### src/rtl/mevq_pkg.sv
`timescale 1ns / 1ps
package mevq_pkg;

    localparam int BYTE_W = 8;
    localparam int CNT_W  = 7;
    localparam int EV_W   = 3 * BYTE_W;

    // command codes on the input channel
    localparam logic CMD_PUSH  = 1'b0;
    localparam logic CMD_DRAIN = 1'b1;

    localparam logic [BYTE_W-1:0] ST_SYS_BASE   = 8'hF0;
    localparam logic [BYTE_W-1:0] ST_CLOCK      = 8'hF8;
    localparam logic [BYTE_W-1:0] ST_START      = 8'hFA;
    localparam logic [BYTE_W-1:0] ST_CONTINUE   = 8'hFB;
    localparam logic [BYTE_W-1:0] ST_STOP       = 8'hFC;
    localparam logic [BYTE_W-1:0] ST_SYS_RESET  = 8'hFF;

    // data bytes following a status, indexed by the status high nibble 8..F
    localparam logic [1:0] DATA_LEN [8] = '{2'd2, 2'd2, 2'd2, 2'd2,
                                            2'd1, 2'd1, 2'd2, 2'd0};

    // request from the walker to the output stage
    typedef struct packed {
        logic              push;
        logic              fin;
        logic [BYTE_W-1:0] data;
        logic [CNT_W-1:0]  count;
    } t_ost_cmd;

    // what the output stage can take this cycle
    typedef struct packed {
        logic can_push;
        logic can_fin;
    } t_ost_sts;

    function automatic logic status_kept(input logic [BYTE_W-1:0] st);
        logic keep;
        keep = st[BYTE_W-1];
        if (st >= ST_SYS_BASE) begin
            keep = (st == ST_CLOCK) || (st == ST_START) || (st == ST_CONTINUE) ||
                   (st == ST_STOP) || (st == ST_SYS_RESET);
        end
        return keep;
    endfunction

    function automatic logic [1:0] data_len(input logic [BYTE_W-1:0] st);
        return DATA_LEN[st[6:4]];
    endfunction

endpackage

### src/rtl/mevq_ostage.sv
`timescale 1ns / 1ps
module mevq_ostage (
    input  logic                  i_clk,
    input  logic                  i_rst_n,
    input  mevq_pkg::t_ost_cmd    i_cmd,
    output mevq_pkg::t_ost_sts    o_sts,
    output logic                  o_valid,
    input  logic                  i_stall,
    output logic [7:0]            o_out_byte,
    output logic                  o_byte_valid,
    output logic                  o_last,
    output logic [6:0]            o_byte_count
);
    import mevq_pkg::*;

    // one byte is held back until we know whether it ends the read
    logic              r_h_valid;
    logic [BYTE_W-1:0] r_h_byte;
    logic              r_o_valid;
    logic [BYTE_W-1:0] r_o_byte;
    logic              r_o_bvalid;
    logic              r_o_last;
    logic [CNT_W-1:0]  r_o_count;
    logic              out_free;
    logic              do_push;
    logic              do_fin;

    assign out_free       = !r_o_valid || !i_stall;
    assign o_sts.can_push = !r_h_valid || out_free;
    assign o_sts.can_fin  = out_free;
    assign do_push        = i_cmd.push && o_sts.can_push;
    assign do_fin         = i_cmd.fin && out_free;

    // control
    always_ff @(posedge i_clk) begin
        if (!i_rst_n) begin
            r_h_valid <= 1'b0;
            r_o_valid <= 1'b0;
        end else begin
            if (do_push) begin
                r_h_valid <= 1'b1;
            end else if (do_fin) begin
                r_h_valid <= 1'b0;
            end
            if ((do_push && r_h_valid) || do_fin) begin
                r_o_valid <= 1'b1;
            end else if (out_free) begin
                r_o_valid <= 1'b0;
            end
        end
    end

    // payload
    always_ff @(posedge i_clk) begin
        if (do_push) begin
            r_h_byte <= i_cmd.data;
        end
        if (do_push && r_h_valid) begin
            r_o_byte   <= r_h_byte;
            r_o_bvalid <= 1'b1;
            r_o_last   <= 1'b0;
            r_o_count  <= '0;
        end else if (do_fin) begin
            r_o_byte   <= r_h_valid ? r_h_byte : '0;
            r_o_bvalid <= r_h_valid;
            r_o_last   <= 1'b1;
            r_o_count  <= r_h_valid ? i_cmd.count : '0;
        end
    end

    assign o_valid      = r_o_valid;
    assign o_out_byte   = r_o_byte;
    assign o_byte_valid = r_o_bvalid;
    assign o_last       = r_o_last;
    assign o_byte_count = r_o_count;

endmodule
### config.mk
export PLATFORM = sky130hd
export DESIGN_NAME = mevq_ostage
export DESIGN_NICKNAME = d
export VERILOG_FILES = /design/src/rtl/mevq_pkg.sv /design/src/rtl/mevq_ostage.sv
export SDC_FILE = /design/constraint.sdc
export NUM_CORES = 1
export LEC_CHECK = 0
export BUFFER_PORTS_ARGS = -buffer_cell sky130_fd_sc_hd__buf_2
export CAP_MARGIN = 0
export CORE_ASPECT_RATIO = 0.9
export CORE_MARGIN = 3
export CORE_UTILIZATION = 45
export DETAILED_ROUTE_END_ITERATION = 10
export PLACE_DENSITY = 0.75
export SETUP_SLACK_MARGIN = 0.2
export SLEW_MARGIN = 20
export SYNTH_ARGS = -nofsm -noshare
export SYNTH_HDL_FRONTEND = slang
export SYNTH_SLANG_ARGS = --single-unit
### constraint.sdc
create_clock -name i_clk -period 3.9 [get_ports i_clk]
set_input_delay 0.585 -clock i_clk [delete_from_list [all_inputs] [get_ports i_clk]]
set_output_delay 0.585 -clock i_clk [all_outputs]
set_load 0.005 [all_outputs]
==> results of run 1 <==
-- kinds of logic (layout without fill, tap and decap cells) --
logic type,count (synthesis),in the layout,share of synthesized area
DFF,27,27,0.7035
and+or+nand+nor,21,21,0.1030
AOI/OAI and AO/OA,23,23,0.1658
buffers and inverters,6,45,0.02764
-- worst paths after layout --
path	start	to	slack (ns)	cells past startpoint
min	i_cmd[10]	r_h_byte[3]$_DFFE_PP_	0.43	1
max reg2reg	r_h_valid$_SDFFE_PN0P_	o_out_byte[5]$_DFFE_PP_	1.98	2
max	r_h_valid$_SDFFE_PN0P_	o_sts[1]	1.90	2
min reg2reg	o_byte_count[3]$_SDFFE_PP0P_	o_byte_count[3]$_SDFFE_PP0P_	0.48	2
-- area by class of cell --
class / instances / area [µm²] / area share
tap: 25 / 31.28 / 0.02543
inverter: 2 / 7.507 / 0.006104
multi-input combinational: 44 / 267.8 / 0.2177
clock buffer: 3 / 22.52 / 0.01831
timing repair buffer: 39 / 195.2 / 0.1587
clock inverter: 1 / 5.005 / 0.004069
sequential: 27 / 700.7 / 0.5697
-- worst register-to-register path, cell delays in order (launching register included) --
cell,delay [ns]
dfxtp_1,0.75
a21oi_1,0.18
a21oi_1,0.63
-- report_power, final --
part           switching (mW)  leakage [nW]  internal (mW)  total (mW)
combinational          0.0326         0.246         0.0300      0.0626
clock                  0.0773        0.0177         0.0383       0.116
sequential             0.0148         0.250          0.328       0.343
total                   0.125         0.515          0.396       0.521
-- state kept, by name, indices dropped and copies added (netlist names) --
register and cells:
r_h_valid 1, o_byte_valid 1, o_byte_count 7, o_last 1
o_out_byte 8, o_valid 1, r_h_byte 8
-- cells in the mapped netlist, drive strengths merged --
master | number | area share
a21boi | 2 | 0.026
a21oi | 2 | 0.010
a31oi | 1 | 0.0063
a32oi | 7 | 0.062
and2 | 9 | 0.057
buf | 2 | 0.013
clkbuf | 2 | 0.0075
dfxtp | 11 | 0.22
edfxtp | 16 | 0.48
inv | 2 | 0.0075
nand2 | 10 | 0.038
nand3 | 1 | 0.0050
nor2 | 1 | 0.0038
o211ai | 1 | 0.0075
o21ai | 9 | 0.045
o2bb2ai | 1 | 0.0088
-- per-layer routing --
layer | routed length [µm] | vias to the layer above | global-route usage
li1 | - | 361 | -
met4 | 70 | 0 | 0.09312
met2 | 912 | 34 | 0.2205
met3 | 141 | 7 | 0.03599
met1 | 836 | 342 | 0.1833
met5 | 0 | - | 0
-- metrics by stage --
step / instance area, µm² / utilization / hold WS, ns / total power, mW
finish: 1230 / 0.6125 / 0.4345 / 0.5209
global placement: 1202 / 0.5988 / 0.4489 / 0.4077
floorplan: 996.0 / - / 0.4580 / 0.3759
global route: 1230 / 0.6125 / 0.4230 / 0.5424
detailed placement: 1202 / 0.5988 / 0.4596 / 0.4118
CTS: 1230 / 0.6125 / 0.4291 / 0.5251
==> results.cfg, run 1 <==
[floorplanning]
ios = 40
die_w_um = 55.59
die_area_um2 = 2815
initial_core_util = 0.4960
core.rowCount = 15
die_h_um = 50.63
core_um2 = 2008

[clock_network]
clkTransAtPathRegs_ns = 0.14
ctsResizeCount = 0
numCtsBuffers = 3
postCtsHoldBufs = 0
cts_tree = built
insertion_delay_ns = 0.32
post_cts_buffers = 0
clockRootBuffer = clkbuf_4
cts.sink_count = 27
cts_buffer_depth = 2
htree_levels = 1

[timing]
setup_tns_ns = 0
maxSlewViolCount = 0
worst_slack_ns = 1.900
max_slew_margin = 0.5002
post-route-min-period_ns = 2.000
timing.final.crit_share = 0.5128
rsz0062_at_grt = false
final-setup-viol-count = 0
hold_viol_final = 0
worst_pin_slew_ns = 0.7496
skew_ns = 0.01222
clock.fmax_ghz = 0.5001

[setup_path]
cpLargestDelayFamily = flip-flops
crit_path_max_incr_delay_ns = 0.75
start_kind = flop
cp-end-kind = output pin
critPathBufInv = 1
path_max_fanout = 21
arrival_ns = 1.41
crit_required_ns = 3.31
crit_slowest_cell = dfxtp_1
worst-setup-path-type = flop to output pin
crit_chain = nand3_1 > buf_2

[placed_design]
dp_hpwl_mm = 1.465
dpl.cell_count = 137
dpl_worst_slack_ns = 1.963
numPortBuffers = 39
gp_congestion = 0.7987

[global_routing]
antenna_found_initial = 0
gr-total-overflow = 0
grt_pass1_wl_mm = 3.118
grt_start_max_net_pins = 22
grt_usage = 0.1447
grt_pass1_vias = 694

[final_layout]
diodes = 0
fillers = 178
syn_to_final_growth_pct = 23.49
layout_commonest_cell = buf_2
nets = 137
fin_cells = 141
drive_above_1_share = 0.3793
final_cell_mix = 39 x buf_2, 16 x edfxtp_1, 11 x dfxtp_1, 10 x nand2_1, 9 x and2_1

[synthesis]
syn_nets = 97
yosysSeqAreaShare = 0.7035
synth_warnings = 0
syn_inst = 77
ys_ff_latch = 27
postSynthAreaPerCell_um2 = 12.93
yosys.cell_types.count = 19
synthesis.area_um2 = 996.0

[run]
maxCapViolCount = 0

[routing]
route.vias.total = 744
drt-total-wl_mm = 1.960
dr.pass1.iters = 4
ant_nets = 0
drc = 0
viasPerCell = 5.277
wl_per_cell_um = 13.90
drtIter0Drc = 20

[status]
run_status = completed

[power_and_ir_drop]
pwr_density_cell_nw_per_um2 = 423.5
max-vdd-ir-drop_uv = 284.5
p_leak_nw = 0.5146

[min_path]
hp-class = primary input to flop
Power figures use the tool's default switching activity.
==> run 2, diff against run 1 <==
--- a/config.mk
+++ b/config.mk
@@ -5,13 +5,14 @@
 export SDC_FILE = /design/constraint.sdc
 export NUM_CORES = 1
 export LEC_CHECK = 0
+export ABC_AREA = 1
 export BUFFER_PORTS_ARGS = -buffer_cell sky130_fd_sc_hd__buf_2
 export CAP_MARGIN = 0
 export CORE_ASPECT_RATIO = 0.9
 export CORE_MARGIN = 3
 export CORE_UTILIZATION = 45
 export DETAILED_ROUTE_END_ITERATION = 10
-export PLACE_DENSITY = 0.75
+export PLACE_DENSITY = 0.74
 export SETUP_SLACK_MARGIN = 0.2
 export SLEW_MARGIN = 20
 export SYNTH_ARGS = -nofsm -noshare
==> constraint.sdc (replaced) <==
create_clock -name i_clk -period 1.9 [get_ports i_clk]
set_input_delay 0.285 -clock i_clk [delete_from_list [all_inputs] [get_ports i_clk]]
set_output_delay 0.285 -clock i_clk [all_outputs]
set_load 0.005 [all_outputs]
==> run 2 against run 1 <==
Compared with the run above: first-iteration DRC count decreased by 45%; power rose by 100%; via count increased by 3.2%; utilization is 3.8 points lower; count of clock-buffer cells in the layout did not move; sequential cell count is the same; critical endpoint unchanged.
==> results.cfg, run 2 <==
[routing]
drc = 0
drt-total-wl_mm = 1.799
drtIter0Drc = 11
dr.pass1.iters = 4
viasPerCell = 4.599
route.vias.total = 768
ant_nets = 0
wl_per_cell_um = 10.77

[timing]
worst_slack_ns = 0.6123
timing.final.crit_share = 0.6778
maxSlewViolCount = 0
clock.fmax_ghz = 0.7765
setup_tns_ns = 0
max_slew_margin = 0.8002
hold_viol_final = 0
skew_ns = 0.001549
rsz0062_at_grt = false
hold_ws_ns = 0.1300
post-route-min-period_ns = 1.288
final-setup-viol-count = 0
worst_pin_slew_ns = 0.2990

[setup_path]
worst-setup-path-type = flop to output pin
rr_endpoint = o_out_byte[5]$_DFFE_PP_
r2r_slack_ns = 0.64
reg2reg_from = o_valid$_SDFFE_PN0P_
start_kind = flop
crit_chain = nand3_1 > buf_2
crit_required_ns = 1.62
cp-end-kind = output pin
arrival_ns = 1.00
reg2reg_depth = 3
critPathBufInv = 1
crit_path_max_incr_delay_ns = 0.43
path_max_fanout = 3
cpLargestDelayFamily = flip-flops
crit_slowest_cell = dfxtp_1

[global_routing]
gr-usage-met3 = 0.02956
met1_usage = 0.1462
gr-total-overflow = 0
grt_pass1_wl_mm = 2.753
grt_usage = 0.1207
grt_pass1_vias = 661
top_usage_layer = met2
antenna_found_initial = 0
grt_start_max_net_pins = 21
gr-usage-met2 = 0.1955

[clock_network]
clockRootBuffer = clkbuf_4
clkTransAtPathRegs_ns = 0.14
cts_buffer_depth = 2
post_cts_buffers = 0
ctsResizeCount = 0
cts_tree = built
cts.sink_count = 27
numCtsBuffers = 3
htree_levels = 1
postCtsHoldBufs = 0
insertion_delay_ns = 0.32

[placed_design]
dpl_worst_slack_ns = 0.5698
dp_hpwl_mm = 1.368
dpl.cell_count = 163
numPortBuffers = 39
gp_congestion = 0.6879

[synthesis]
yosysTopAreaCell = edfxtp_1
synth_warnings = 0
syn_nets = 122
synthTopCellsByArea = edfxtp_1 44%, dfxtp_1 20%, nand2_1 11%
synth_top_area_frac = 0.4424
ys_ff_latch = 27
yosys-top-cells-count = 31 x nand2_1, 16 x edfxtp_1, 13 x inv_1
postSynthAreaPerCell_um2 = 10.65
synth_edf_count = 16
yosysSeqAreaShare = 0.6452
synthesis.area_um2 = 1086
yosysMostFrequentCell = nand2_1
yosys_most_used_dff = edfxtp_1
syn_inst = 102
synthArstFlopShare = 0
yosys.cell_types.count = 17

[power_and_ir_drop]
p_leak_nw = 0.6650
p_sw_uw = 253.7
max-vdd-ir-drop_uv = 524.0
p_clk_frac = 0.230
pwr_density_cell_nw_per_um2 = 821.8
p_seq_frac = 0.647
p_comb_frac = 0.124
p_int_uw = 805.4
p_sw_frac = 0.2396

[min_path]
hp-class = primary input to flop
min_to = r_h_byte[5]$_DFFE_PP_
holdPathStages = 1
holdCritStartpoint = i_cmd[12]

[floorplanning]
ios = 40
core_um2 = 2242
die_area_um2 = 3040
initial_core_util = 0.4844
die_h_um = 52.61
core.rowCount = 16
die_w_um = 57.79

[final_layout]
layout_commonest_cell = buf_2
final_util = 0.5748
fin_cells = 167
diodes = 0
drive_above_1_share = 0.3714
syn_to_final_growth_pct = 18.66
nets = 161
final_cell_mix = 39 x buf_2, 31 x nand2_1, 16 x edfxtp_1, 13 x inv_1, 11 x dfxtp_1

[run]
maxCapViolCount = 0

[status]
run_status = completed
==> run 2: cell count changes after synthesis, sizes merged, moves of 2 or more <==
cell / before / now
a21oi: 2 / 0
clkbuf: 2 / 0
and2: 9 / 0
nand2: 10 / 34
o21ai: 9 / 1
buf: 2 / 6
inv: 2 / 14
nand3: 1 / 11
a32oi: 7 / 0
nor2: 1 / 7
==> run 2: cell type report <==
class / instances / area (µm²)
inverters: 14 / 52.55
fillers: 214 / 953.4
multi-input cells: 55 / 269.0
clock buffers: 3 / 22.52
repair buffers: 40 / 202.7
flip-flops and latches: 27 / 700.7
clock inverters: 1 / 7.507
well taps: 27 / 33.78
==> run 2: logic make-up (layout without fill, tap and decap cells) <==
family	Yosys count	count (layout)	share of synthesized area
compound gates	3	3	0.02535
buf+inv	20	58	0.1071
flops	27	27	0.6452
simple gates	52	52	0.2224
==> run 2: per-layer routing <==
layer / up-vias / part of all wire
met5: - / 0
met4: 0 / 0.022
met3: 4 / 0.086
met2: 33 / 0.49
met1: 337 / 0.40
li1: 394 / -
==> run 2: stage by stage <==
| step | instance area (µm²) | power [mW] |
|---|---|---|
| floorplan | 1086 | 0.7779 |
| global placement | 1259 | 0.8247 |
| detailed placement | 1259 | 0.8316 |
| CTS | 1289 | 1.070 |
| global route | 1289 | 1.110 |
| finish | 1289 | 1.059 |
==> run 2: how the worst max path moves through the flow <==
stage	start	end	slack, ns	cells after the start
floorplan	r_h_valid$_SDFFE_PN0P_	o_out_byte[0]$_DFFE_PP_	0.68	4
global placement	i_stall	o_out_byte[1]$_DFFE_PP_	0.61	4
detailed placement	i_stall	o_out_byte[4]$_DFFE_PP_	0.57	4
CTS	r_h_valid$_SDFFE_PN0P_	o_sts[1]	0.61	2
global route	o_valid$_SDFFE_PN0P_	o_out_byte[5]$_DFFE_PP_	0.56	3
finish	r_h_valid$_SDFFE_PN0P_	o_sts[1]	0.61	2
==> run 2: worst reg2reg max path: stages (launching register included) <==
cell and delay, ns:
dfxtp_1 0.37, nand2_4 0.10, nand3_4 0.18, nand2_1 0.31
==> run 2: power by group through the flow <==
stage          Clock (mW)  Sequential [mW]  Combinational (mW)
5_1_grt             0.271            0.690               0.148
3_5_place_dp            0            0.699               0.133
4_1_cts             0.251            0.685               0.133
3_3_place_gp            0            0.698               0.127
6_report            0.243            0.685               0.131
2_1_floorplan           0            0.701              0.0773
==> run 3, diff against run 2 <==
==> constraint.sdc (replaced) <==
create_clock -name i_clk -period 1.35 [get_ports i_clk]
set_input_delay 0.2025 -clock i_clk [delete_from_list [all_inputs] [get_ports i_clk]]
set_output_delay 0.2025 -clock i_clk [all_outputs]
set_load 0.005 [all_outputs]
==> run 3 against run 2 <==
Compared with the run above: count of clock-buffer cells in the layout is 1 higher; first-iteration DRC count is 82% higher; utilization is 2.9 points higher; sequential power is 41% higher; power is 41% higher; non-clock buffer count is 6 higher; design area is 5.0% higher; register-to-register slack worse by 0.38 ns; clock skew is 0.0063 ns higher.
==> results.cfg, run 3 (synthesized netlist as in run 2, its figures left out) <==
[status]
run_status = completed

[final_layout]
fillers = 193
syn_to_final_growth_pct = 24.65
diodes = 0
drive_above_1_share = 0.4247
final_util = 0.6038
final_cell_mix = 38 x buf_2, 30 x nand2_1, 16 x edfxtp_1, 12 x inv_1
regArea_um2 = 705.7
layout_commonest_cell = buf_2
fin_cells = 173
multiInputGateArea_um2 = 281.5
nets = 167

[clock_network]
insertion_delay_ns = 0.31
cts.sink_count = 27
cts_tree = built
numCtsBuffers = 3
postCtsHoldBufs = 0
cts_buffer_depth = 2
clockRootBuffer = clkbuf_4
htree_levels = 1
clkTransAtPathRegs_ns = 0.13

[floorplanning]
die_w_um = 57.79
core_um2 = 2242
initial_core_util = 0.4844
die_area_um2 = 3040
ios = 40
core.rowCount = 16
die_h_um = 52.61

[routing]
drt-met1-wl_um = 819
drtIter0Drc = 20
dr.pass1.iters = 4
top_layer = met4
ant_nets = 0
drt-total-wl_mm = 1.917
wl_met3_um = 136
viasPerCell = 4.543
wl_met2_um = 953
wl_per_cell_um = 11.08
route.vias.total = 786
drc = 0

[placed_design]
dp_hpwl_mm = 1.328
dpl.cell_count = 163
numPortBuffers = 39
dpl_worst_slack_ns = 0.2097
gp_congestion = 0.7536

[run]
maxCapViolCount = 0

[timing]
hold_viol_final = 0
post-route-min-period_ns = 1.126
clock.fmax_ghz = 0.8881
maxSlewViolCount = 0
rsz0062_at_grt = true
worst_slack_ns = 0.2240
timing.final.crit_share = 0.8341
worst_pin_slew_ns = 0.2313
skew_ns = 0.007852
final-setup-viol-count = 0
max_slew_margin = 0.8456
setup_tns_ns = 0

[global_routing]
grt_usage = 0.1271
grt_pass1_wl_mm = 2.925
grt_pass1_vias = 690
gr-total-overflow = 0
grt_start_max_net_pins = 21
antenna_found_initial = 0

[setup_path]
path_max_fanout = 3
start_kind = flop
arrival_ns = 0.92
worst-setup-path-type = flop to output pin
cp-end-kind = output pin
crit_required_ns = 1.15

[power_and_ir_drop]
pwr_density_cell_nw_per_um2 = 1102
max-vdd-ir-drop_uv = 793.9
p_leak_nw = 0.6967
finalPower_mw = 1.493

[min_path]
hp-class = primary input to flop
-- run 3: power by group --
group / switching, mW / internal, mW / leakage, nW / total, mW
sequential: 0.0271 / 0.940 / 0.252 / 0.967
clock: 0.208 / 0.115 / 0.0150 / 0.323
combinational: 0.108 / 0.0949 / 0.430 / 0.203
-- run 3: path summary, 6_finish.rpt --
kind,startpoint,endpoint,slack [ns],cells after the start
worst max-delay path,r_h_valid$_SDFFE_PN0P_,o_sts[1],0.22,2
worst min-delay path,i_cmd[13],r_h_byte[6]$_DFFE_PP_,0.07,1
worst max register to register,o_valid$_SDFFE_PN0P_,o_out_byte[1]$_DFFE_PP_,0.26,3
worst min register to register,o_byte_count[3]$_SDFFE_PP0P_,o_byte_count[3]$_SDFFE_PP0P_,0.47,2
-- run 3: area by class of cell --
| class | instances | share of cell area |
|---|---|---|
| clock buffers | 4 | 0.01941 |
| flip-flops and latches | 27 | 0.5213 |
| inverters | 14 | 0.03882 |
| repair buffers | 46 | 0.1876 |
| well taps | 27 | 0.02495 |
| multi-input cells | 55 | 0.2079 |
-- run 3: stage by stage --
step,cell area [µm²],hold slack [ns]
floorplan,1089,0.3001
global placement,1261,0.3800
detailed placement,1261,0.3806
CTS,1300,0.05505
global route,1354,0.04452
finish,1354,0.06512
-- run 3: critical path, cell delays in order, from the launching register on --
cell and delay, ns:
dfxtp_2 0.40, nand3_2 0.08, buf_2 0.13
-- run 3: what timing repair did --
action	CTS	global route
gates resized for setup	4	2
gates cloned	0	0
endpoints found under the setup margin	10	10
pin swaps	0	1
buffers inserted	0	6
-- run 3: routing by layer --
metal / up-vias / GRT usage
li1: 407 / -
met5: - / 0
met4: 0 / 0.05792
met2: 20 / 0.2105
met3: 2 / 0.03202
met1: 357 / 0.1558
